## config.mk

```make
export PLATFORM = sky130hd
export DESIGN_NAME = indexed_list_with_negative_index
export DESIGN_NICKNAME = d
export VERILOG_FILES = /design/src/sv/ilni_pkg.sv /design/src/sv/ilni_ram.sv /design/src/sv/indexed_list_with_negative_index.sv
export SDC_FILE = /design/constraint.sdc
export NUM_CORES = 2
export LEC_CHECK = 0
export BUFFER_PORTS_ARGS = -buffer_cell sky130_fd_sc_hd__clkbuf_2
export CORE_MARGIN = 2
export CORE_UTILIZATION = 40
export CTS_CLUSTER_SIZE = 24
export DETAILED_ROUTE_END_ITERATION = 10
export GPL_ROUTABILITY_DRIVEN = 0
export PLACE_DENSITY_LB_ADDON = 0.3
export RECOVER_POWER = 100
export REMOVE_ABC_BUFFERS = 1
export SLEW_MARGIN = 30
export SYNTH_ARGS = -nofsm -noshare
export SYNTH_HDL_FRONTEND = slang
export SYNTH_HIERARCHICAL = 1
export SYNTH_SLANG_ARGS = --single-unit
```

## constraint.sdc

```tcl
create_clock -name clock -period 6.05 [get_ports clock]
set_input_delay 0.9075 -clock clock [delete_from_list [all_inputs] [get_ports clock]]
set_output_delay 0.9075 -clock clock [all_outputs]
set_load 0.05 [all_outputs]
```

## src/sv/ilni_pkg.sv

```systemverilog
// Shared constants for the indexed list store: field widths, request kinds,
// status codes and parameter defaults. No dependencies.
package ilni_pkg;

   localparam int KIND_BITS      = 2;
   localparam int POS_BITS       = 7;
   localparam int STATUS_BITS    = 2;
   localparam int DEF_CAPACITY   = 64;
   localparam int DEF_VALUE_BITS = 32;

   localparam logic [KIND_BITS-1:0] KIND_APPEND = 2'd0;
   localparam logic [KIND_BITS-1:0] KIND_POP    = 2'd1;
   localparam logic [KIND_BITS-1:0] KIND_READ   = 2'd2;

   localparam logic [STATUS_BITS-1:0] ST_OK    = 2'd0;
   localparam logic [STATUS_BITS-1:0] ST_RANGE = 2'd1;
   localparam logic [STATUS_BITS-1:0] ST_FULL  = 2'd2;

endpackage

```

## src/sv/ilni_ram.sv

```systemverilog
// Generic single-clock RAM: one write port, one read port with registered data.
// No dependencies.
module ilni_ram #(
   parameter int WIDTH = 32,
   parameter int DEPTH = 64,
   localparam int ADDR_BITS = $clog2(DEPTH)
) (
   input  logic                 clock,
   input  logic                 wr_en,
   input  logic [ADDR_BITS-1:0] wr_addr,
   input  logic [WIDTH-1:0]     wr_data,
   input  logic [ADDR_BITS-1:0] rd_addr,
   output logic [WIDTH-1:0]     rd_data
);

   logic [WIDTH-1:0] mem_ff [DEPTH];
   logic [WIDTH-1:0] rd_data_ff;

   always_ff @(posedge clock) begin
      if (wr_en) begin
         mem_ff[wr_addr] <= wr_data;
      end
      rd_data_ff <= mem_ff[rd_addr];
   end

   assign rd_data = rd_data_ff;

endmodule

```

## src/sv/indexed_list_with_negative_index.sv

```systemverilog
// Top level of the indexed list store: request sequencer, index resolution and
// element shifting over one RAM. Depends on ilni_pkg and ilni_ram.
//
//  channel | direction | tuser          | tdata (lowest bit up)
//  req_    | in        | kind           | position, item_value, zero pad
//  rsp_    | out       | status         | read_value, length, zero pad
//
// Append, the unused kind and any rejected request step through S_RESOLVE and S_DONE;
// read adds S_FETCH, and pop adds S_FETCH then S_SHIFT, where the shift moves one
// RAM entry per cycle for each element behind the popped one.
// Reset empties the list at once; stored contents are not cleared.
// A finished response waits in the output register; the next request is taken
// while it waits, and the sequencer holds in its final step until it drains.
module indexed_list_with_negative_index
   import ilni_pkg::*;
#(
   parameter int CAPACITY   = DEF_CAPACITY,
   parameter int VALUE_BITS = DEF_VALUE_BITS,
   localparam int CNT_BITS      = $clog2(CAPACITY + 1),
   localparam int REQ_DATA_BITS = ((POS_BITS + VALUE_BITS + 7) / 8) * 8,
   localparam int RSP_DATA_BITS = ((VALUE_BITS + CNT_BITS + 7) / 8) * 8
) (
   input  logic                     clock,
   input  logic                     reset,
   input  logic                     req_tvalid,
   output logic                     req_tready,
   input  logic [REQ_DATA_BITS-1:0] req_tdata,   // position, item_value
   input  logic [KIND_BITS-1:0]     req_tuser,   // kind
   output logic                     rsp_tvalid,
   input  logic                     rsp_tready,
   output logic [RSP_DATA_BITS-1:0] rsp_tdata,   // read_value, length
   output logic [STATUS_BITS-1:0]   rsp_tuser    // status
);

   localparam int ADDR_BITS = $clog2(CAPACITY);
   localparam int RES_BITS  = ((CNT_BITS > POS_BITS) ? CNT_BITS : POS_BITS) + 1;

   localparam logic [2:0] S_IDLE    = 3'd0;
   localparam logic [2:0] S_RESOLVE = 3'd1;
   localparam logic [2:0] S_FETCH   = 3'd2;
   localparam logic [2:0] S_SHIFT   = 3'd3;
   localparam logic [2:0] S_DONE    = 3'd4;

   logic [2:0]               state_ff, state_in;
   logic [KIND_BITS-1:0]     kind_ff, kind_in;
   logic signed [POS_BITS-1:0] pos_ff, pos_in;
   logic [VALUE_BITS-1:0]    value_ff, value_in;
   logic [CNT_BITS-1:0]      count_ff, count_in;
   logic [CNT_BITS-1:0]      rd_ptr_ff, rd_ptr_in;
   logic [CNT_BITS-1:0]      wr_ptr_ff, wr_ptr_in;
   logic                     pend_ff, pend_in;
   logic [VALUE_BITS-1:0]    result_ff, result_in;
   logic [STATUS_BITS-1:0]   status_ff, status_in;
   logic                     rsp_valid_ff, rsp_valid_in;
   logic [VALUE_BITS-1:0]    rsp_value_ff, rsp_value_in;
   logic [STATUS_BITS-1:0]   rsp_status_ff, rsp_status_in;
   logic [CNT_BITS-1:0]      rsp_length_ff, rsp_length_in;

   logic                     ram_we;
   logic [ADDR_BITS-1:0]     ram_waddr;
   logic [VALUE_BITS-1:0]    ram_wdata;
   logic [ADDR_BITS-1:0]     ram_raddr;
   logic [VALUE_BITS-1:0]    ram_rdata;

   logic signed [RES_BITS-1:0] pos_ext, cnt_ext, sum;
   logic                     idx_ok;
   logic [CNT_BITS-1:0]      slot;
   logic                     req_fire;
   logic                     more;

   assign req_tready = (state_ff == S_IDLE);
   assign req_fire   = req_tvalid && req_tready;

   always_comb begin
      pos_ext = RES_BITS'(pos_ff);
      cnt_ext = signed'(RES_BITS'(count_ff));
      sum     = cnt_ext + pos_ext;
      if (pos_ext[RES_BITS-1]) begin
         idx_ok = !sum[RES_BITS-1];
         slot   = CNT_BITS'(sum);
      end else begin
         idx_ok = (pos_ext < cnt_ext);
         slot   = CNT_BITS'(pos_ext);
      end
   end

   assign more = (rd_ptr_ff < count_ff);

   always_comb begin
      state_in      = state_ff;
      kind_in       = kind_ff;
      pos_in        = pos_ff;
      value_in      = value_ff;
      count_in      = count_ff;
      rd_ptr_in     = rd_ptr_ff;
      wr_ptr_in     = wr_ptr_ff;
      pend_in       = pend_ff;
      result_in     = result_ff;
      status_in     = status_ff;
      rsp_valid_in  = rsp_valid_ff;
      rsp_value_in  = rsp_value_ff;
      rsp_status_in = rsp_status_ff;
      rsp_length_in = rsp_length_ff;
      ram_we        = 1'b0;
      ram_waddr     = wr_ptr_ff[ADDR_BITS-1:0];
      ram_wdata     = ram_rdata;
      ram_raddr     = rd_ptr_ff[ADDR_BITS-1:0];

      if (rsp_valid_ff && rsp_tready) begin
         rsp_valid_in = 1'b0;
      end

      case (state_ff)
         S_IDLE: begin
            if (req_fire) begin
               kind_in   = req_tuser;
               pos_in    = signed'(req_tdata[POS_BITS-1:0]);
               value_in  = req_tdata[POS_BITS +: VALUE_BITS];
               result_in = '0;
               status_in = ST_OK;
               state_in  = S_RESOLVE;
            end
         end
         S_RESOLVE: begin
            state_in = S_DONE;
            case (kind_ff)
               KIND_APPEND: begin
                  if (count_ff == CNT_BITS'(CAPACITY)) begin
                     status_in = ST_FULL;
                  end else begin
                     ram_we    = 1'b1;
                     ram_waddr = count_ff[ADDR_BITS-1:0];
                     ram_wdata = value_ff;
                     count_in  = count_ff + 1'b1;
                  end
               end
               KIND_POP, KIND_READ: begin
                  if (!idx_ok) begin
                     status_in = ST_RANGE;
                  end else begin
                     ram_raddr = slot[ADDR_BITS-1:0];
                     rd_ptr_in = slot + 1'b1;
                     wr_ptr_in = slot;
                     state_in  = S_FETCH;
                  end
               end
               default: begin
                  status_in = ST_OK;
               end
            endcase
         end
         S_FETCH: begin
            result_in = ram_rdata;
            pend_in   = 1'b0;
            state_in  = (kind_ff == KIND_POP) ? S_SHIFT : S_DONE;
         end
         S_SHIFT: begin
            pend_in = more;
            if (more) begin
               rd_ptr_in = rd_ptr_ff + 1'b1;
            end
            if (pend_ff) begin
               ram_we    = 1'b1;
               wr_ptr_in = wr_ptr_ff + 1'b1;
            end
            if (!more && !pend_ff) begin
               count_in = count_ff - 1'b1;
               state_in = S_DONE;
            end
         end
         S_DONE: begin
            if (!rsp_valid_ff || rsp_tready) begin
               rsp_valid_in  = 1'b1;
               rsp_value_in  = result_ff;
               rsp_status_in = status_ff;
               rsp_length_in = count_ff;
               state_in      = S_IDLE;
            end
         end
         default: begin
            state_in = S_IDLE;
         end
      endcase
   end

   always_ff @(posedge clock) begin
      if (reset) begin
         state_ff     <= S_IDLE;
         count_ff     <= '0;
         pend_ff      <= 1'b0;
         rsp_valid_ff <= 1'b0;
      end else begin
         state_ff     <= state_in;
         count_ff     <= count_in;
         pend_ff      <= pend_in;
         rsp_valid_ff <= rsp_valid_in;
      end
   end

   always_ff @(posedge clock) begin
      kind_ff       <= kind_in;
      pos_ff        <= pos_in;
      value_ff      <= value_in;
      rd_ptr_ff     <= rd_ptr_in;
      wr_ptr_ff     <= wr_ptr_in;
      result_ff     <= result_in;
      status_ff     <= status_in;
      rsp_value_ff  <= rsp_value_in;
      rsp_status_ff <= rsp_status_in;
      rsp_length_ff <= rsp_length_in;
   end

   ilni_ram #(
      .WIDTH (VALUE_BITS),
      .DEPTH (CAPACITY)
   ) u_store (
      .clock   (clock),
      .wr_en   (ram_we),
      .wr_addr (ram_waddr),
      .wr_data (ram_wdata),
      .rd_addr (ram_raddr),
      .rd_data (ram_rdata)
   );

   always_comb begin
      rsp_tdata = '0;
      rsp_tdata[VALUE_BITS-1:0] = rsp_value_ff;
      rsp_tdata[VALUE_BITS +: CNT_BITS] = rsp_length_ff;
   end

   assign rsp_tvalid = rsp_valid_ff;
   assign rsp_tuser  = rsp_status_ff;

`ifndef SYNTH
   a_count_bound: assert property (@(posedge clock) disable iff (reset)
      count_ff <= CNT_BITS'(CAPACITY))
      else $error("element count above capacity");

   a_accept_resolve: assert property (@(posedge clock) disable iff (reset)
      req_fire |=> state_ff == S_RESOLVE)
      else $error("accepted request not resolved next cycle");

   a_shift_in_range: assert property (@(posedge clock) disable iff (reset)
      (state_ff == S_SHIFT && ram_we) |-> wr_ptr_ff < count_ff)
      else $error("shift writes beyond the list");

   a_count_step: assert property (@(posedge clock) disable iff (reset)
      (!$past(reset) && count_ff != $past(count_ff)) |->
      (count_ff == CNT_BITS'($past(count_ff) + 1'b1) ||
       CNT_BITS'(count_ff + 1'b1) == $past(count_ff)))
      else $error("element count moved by more than one");

   a_rsp_from_done: assert property (@(posedge clock) disable iff (reset)
      $rose(rsp_valid_ff) |-> $past(state_ff) == S_DONE)
      else $error("response raised outside the final step");
`endif

endmodule

```

==> results.json <==
{
  "crit_fanout": 20,
  "synth_edf_count": 2177,
  "crit_path_max_incr_delay_ns": 0.96,
  "clk_path_buf_depth": 3,
  "hold_depth": 1,
  "die_h_um": 465,
  "period_needed_ns": 5.55,
  "grt_overflow": 0,
  "dp_hpwl_mm": 120,
  "cts-htree-levels": 4,
  "min_to": "value_ff[24]$_DFFE_PP_",
  "coreArea_um2": 212000,
  "drt-initial-drc-count": 4311,
  "synthCells": 3787,
  "drive_gt1_frac": 0.265,
  "dieArea_um2": 216000,
  "cts_tree": "done",
  "required_ns": 6.51,
  "antenna_left": 0,
  "cts_setup_buffers": 0,
  "rr_startpoint": "state_ff[0]$_SDFFE_PP0P_",
  "finalCritPeriodShare": 0.917,
  "postPlaceCellArea_um2": 90400,
  "fin_skew_ns": 0.0417,
  "routed_wl_mm": 209,
  "area_growth_pct": 13.7,
  "hold-worst-slack_ns": 0.209,
  "timing.fmax_ghz": 0.180,
  "ir_worst_vdd_v": 0.000339,
  "rsz0062_at_grt": "no",
  "synth.area.top_cells": "edfxtp_1, mux4_2, mux2i_1",
  "nets": 4149,
  "num_io_pins": 90,
  "syn-cell-area_um2": 85100,
  "cts_buffers": 211,
  "grt_start_max_net_pins": 65,
  "finalSetupTns_ns": 0,
  "start_util": 0.402,
  "cp-start-kind": "flip-flop",
  "final_cell_area_um2": 96700,
  "worst_pin_slew_ns": 3.21,
  "synth_top_area_frac": 0.768,
  "first_pass_iters": 5,
  "worstPathArrival_ns": 6.01,
  "drv_cap": 35,
  "routedWlPerCell_um": 29.6,
  "reg2reg_to": "u_store/mem_ff[42][1]$_DFFE_PP_",
  "row_count": 169,
  "yosysTopAreaCell": "edfxtp_1",
  "hold_buffers": 0,
  "min_from": "req_tdata[31]",
  "reg2regPathDepth": 8,
  "port_buffers": 87,
  "fin_util": 0.457,
  "yosysWarnings": 6,
  "hp-class": "input port to flip-flop",
  "cts_resized": 0,
  "hold_violations": 0,
  "synthArstFlopShare": 0,
  "ys_seq_area_frac": 0.779,
  "p_per_area_nw_per_um2": 320,
  "vias_per_cell": 5.71,
  "slew_headroom": -1.14,
  "synth.avg_cell_area_um2": 22.5,
  "path_clk_slew_ns": 0.06,
  "r2r_slack_ns": 0.50,
  "yosysUniqueCellTypes": 73,
  "clk_root_buffer_cell": "clkbuf_16",
  "ys_ff_latch": 2221,
  "clock_latency_ns": 0.85,
  "finalSetupViolCount": 0,
  "final-max-slew-violation-count": 1914,
  "worst_path_max_delay_cell": "nor2_4",
  "die_w_um": 465,
  "cp-end-kind": "flip-flop",
  "critical_path_class": "flip-flop to flip-flop",
  "violations": "max-capacitance violations, max-slew violations",
  "grt_pass1_vias": 41188,
  "cts.sinks": 2221,
  "status": "finished, violations left",
  "grt_usage": 0.192,
  "p_leak_nw": 30.1,
  "p_total_mw": 31.0,
  "grt_pass1_wl_mm": 297,
  "drc": 0,
  "dr_total_vias": 40409,
  "path_cells": "nor3b_1, and2_0, nand2b_1, a22o_1, nor2b_1, nand2_1, nor2_4, clkbuf_1",
  "antenna_found_initial": 5,
  "synthFlopType": "edfxtp_1"
}
-- per-layer routing --
layer / routed length, um / vias up / track usage / part of all wire
li1: - / 16551 / - / -
met1: 83500 / 22053 / 0.254 / 0.40
met2: 106000 / 1519 / 0.327 / 0.51
met3: 14000 / 286 / 0.0331 / 0.067
met4: 5440 / 0 / 0.0560 / 0.026
met5: 0 / - / 0 / 0
-- logic make-up after synthesis --
kind of cell	count (synthesis)	share of synthesized area
simple gates	346	0.0200
buf+inv	222	0.0127
mux	681	0.161
flops	2221	0.779
other cells	1	0.0000441
compound gates	268	0.0209
fa+ha+maj	32	0.00488
xor+xnor	16	0.00165
-- worst max path at each step --
stage / from / to / slack [ns] / cells past startpoint
2_1_floorplan: count_ff[1]$_SDFFE_PP0P_ / u_store/rd_data[29]$_DFF_P_ / -20.24 / 14
3_3_place_gp: pos_ff[6]$_DFFE_PP_ / u_store/rd_data[31]$_DFF_P_ / 0.90 / 14
3_5_place_dp: pos_ff[6]$_DFFE_PP_ / u_store/rd_data[4]$_DFF_P_ / 0.89 / 14
4_1_cts: pos_ff[6]$_DFFE_PP_ / u_store/rd_data[4]$_DFF_P_ / 0.89 / 14
5_1_grt: state_ff[0]$_SDFFE_PP0P_ / u_store/mem_ff[42][1]$_DFFE_PP_ / 0.28 / 8
6_report: state_ff[0]$_SDFFE_PP0P_ / u_store/mem_ff[42][1]$_DFFE_PP_ / 0.50 / 8
-- final cells by class --
type                            instances  area, um^2
Clock inverter                        134        1060
Sequential cell                      2221       66300
Fill cell                           17394      115000
Timing Repair Buffer                  272        1950
Inverter                               21        78.8
Antenna cell                            2        5.00
Tap cell                             2821        3530
Multi-Input combinational cell       1344       18200
Clock buffer                          265        5620
-- placed cells by master, fill, tap and decap left out, types with 15 or more instances in the layout --
master / Yosys / layout
edfxtp_1: 2177 / 2177
clkbuf_1: 78 / 115
and2_0: 0 / 22
clkbuf_2: 0 / 91
clkinv_2: 0 / 45
buf_4: 33 / 81
nor3_1: 16 / 15
mux4_2: 544 / 544
mux2i_1: 99 / 99
mux2_1: 14 / 26
dfxtp_1: 44 / 44
buf_12: 0 / 28
nor2_1: 158 / 97
ha_1: 30 / 30
nand2_1: 43 / 43
o22ai_1: 84 / 84
nor2b_1: 20 / 20
a21oi_1: 82 / 82
nor2_4: 0 / 56
clkinv_1: 0 / 60
clkbuf_16: 0 / 216
o221ai_1: 28 / 28
inv_1: 19 / 21
-- worst max-delay path, delay by kind of cell (launching register included) --
| kind | cells | cell delay [ns] |
|---|---|---|
| simple gates | 6 | 3.55 |
| compound gates | 1 | 0.50 |
| buf+inv | 1 | 0.56 |
| flops | 1 | 0.52 |
-- cell usage after synthesis, types with 28 or more instances --
library cell,n
edfxtp_1,2177
mux4_2,544
nor2_1,158
mux2i_1,99
o22ai_1,84
a21oi_1,82
clkbuf_1,78
buf_2,63
dfxtp_1,44
nand2_1,43
and2_1,37
buf_4,33
ha_1,30
o221ai_1,28
-- power by group --
part / switching, mW / leakage [nW] / internal, mW
Combinational: 0.750 / 6.84 / 0.287
Clock: 5.66 / 3.27 / 7.06
Sequential: 0.0495 / 20.0 / 17.1
Total: 6.46 / 30.1 / 24.5
-- flip-flops by register name, indices dropped and copies added (netlist names), 3 cells and up --
| signal | cells |
|---|---|
| rd_ptr_ff | 7 |
| wr_ptr_ff | 6 |
| u_store/mem_ff | 2048 |
| result_ff | 32 |
| value_ff | 32 |
| rsp_length_ff | 7 |
| pos_ff | 7 |
| state_ff | 3 |
| count_ff | 7 |
| rsp_value_ff | 32 |
| u_store/rd_data | 32 |
-- metrics by stage --
stage	cells	worst slack, ns
floorplan	3586	-20.24
global placement	6676	0.903
finish	7080	0.502
detailed placement	6679	0.889
global route	7079	0.279
CTS	7078	0.889
(Power assumes the default switching activity.)
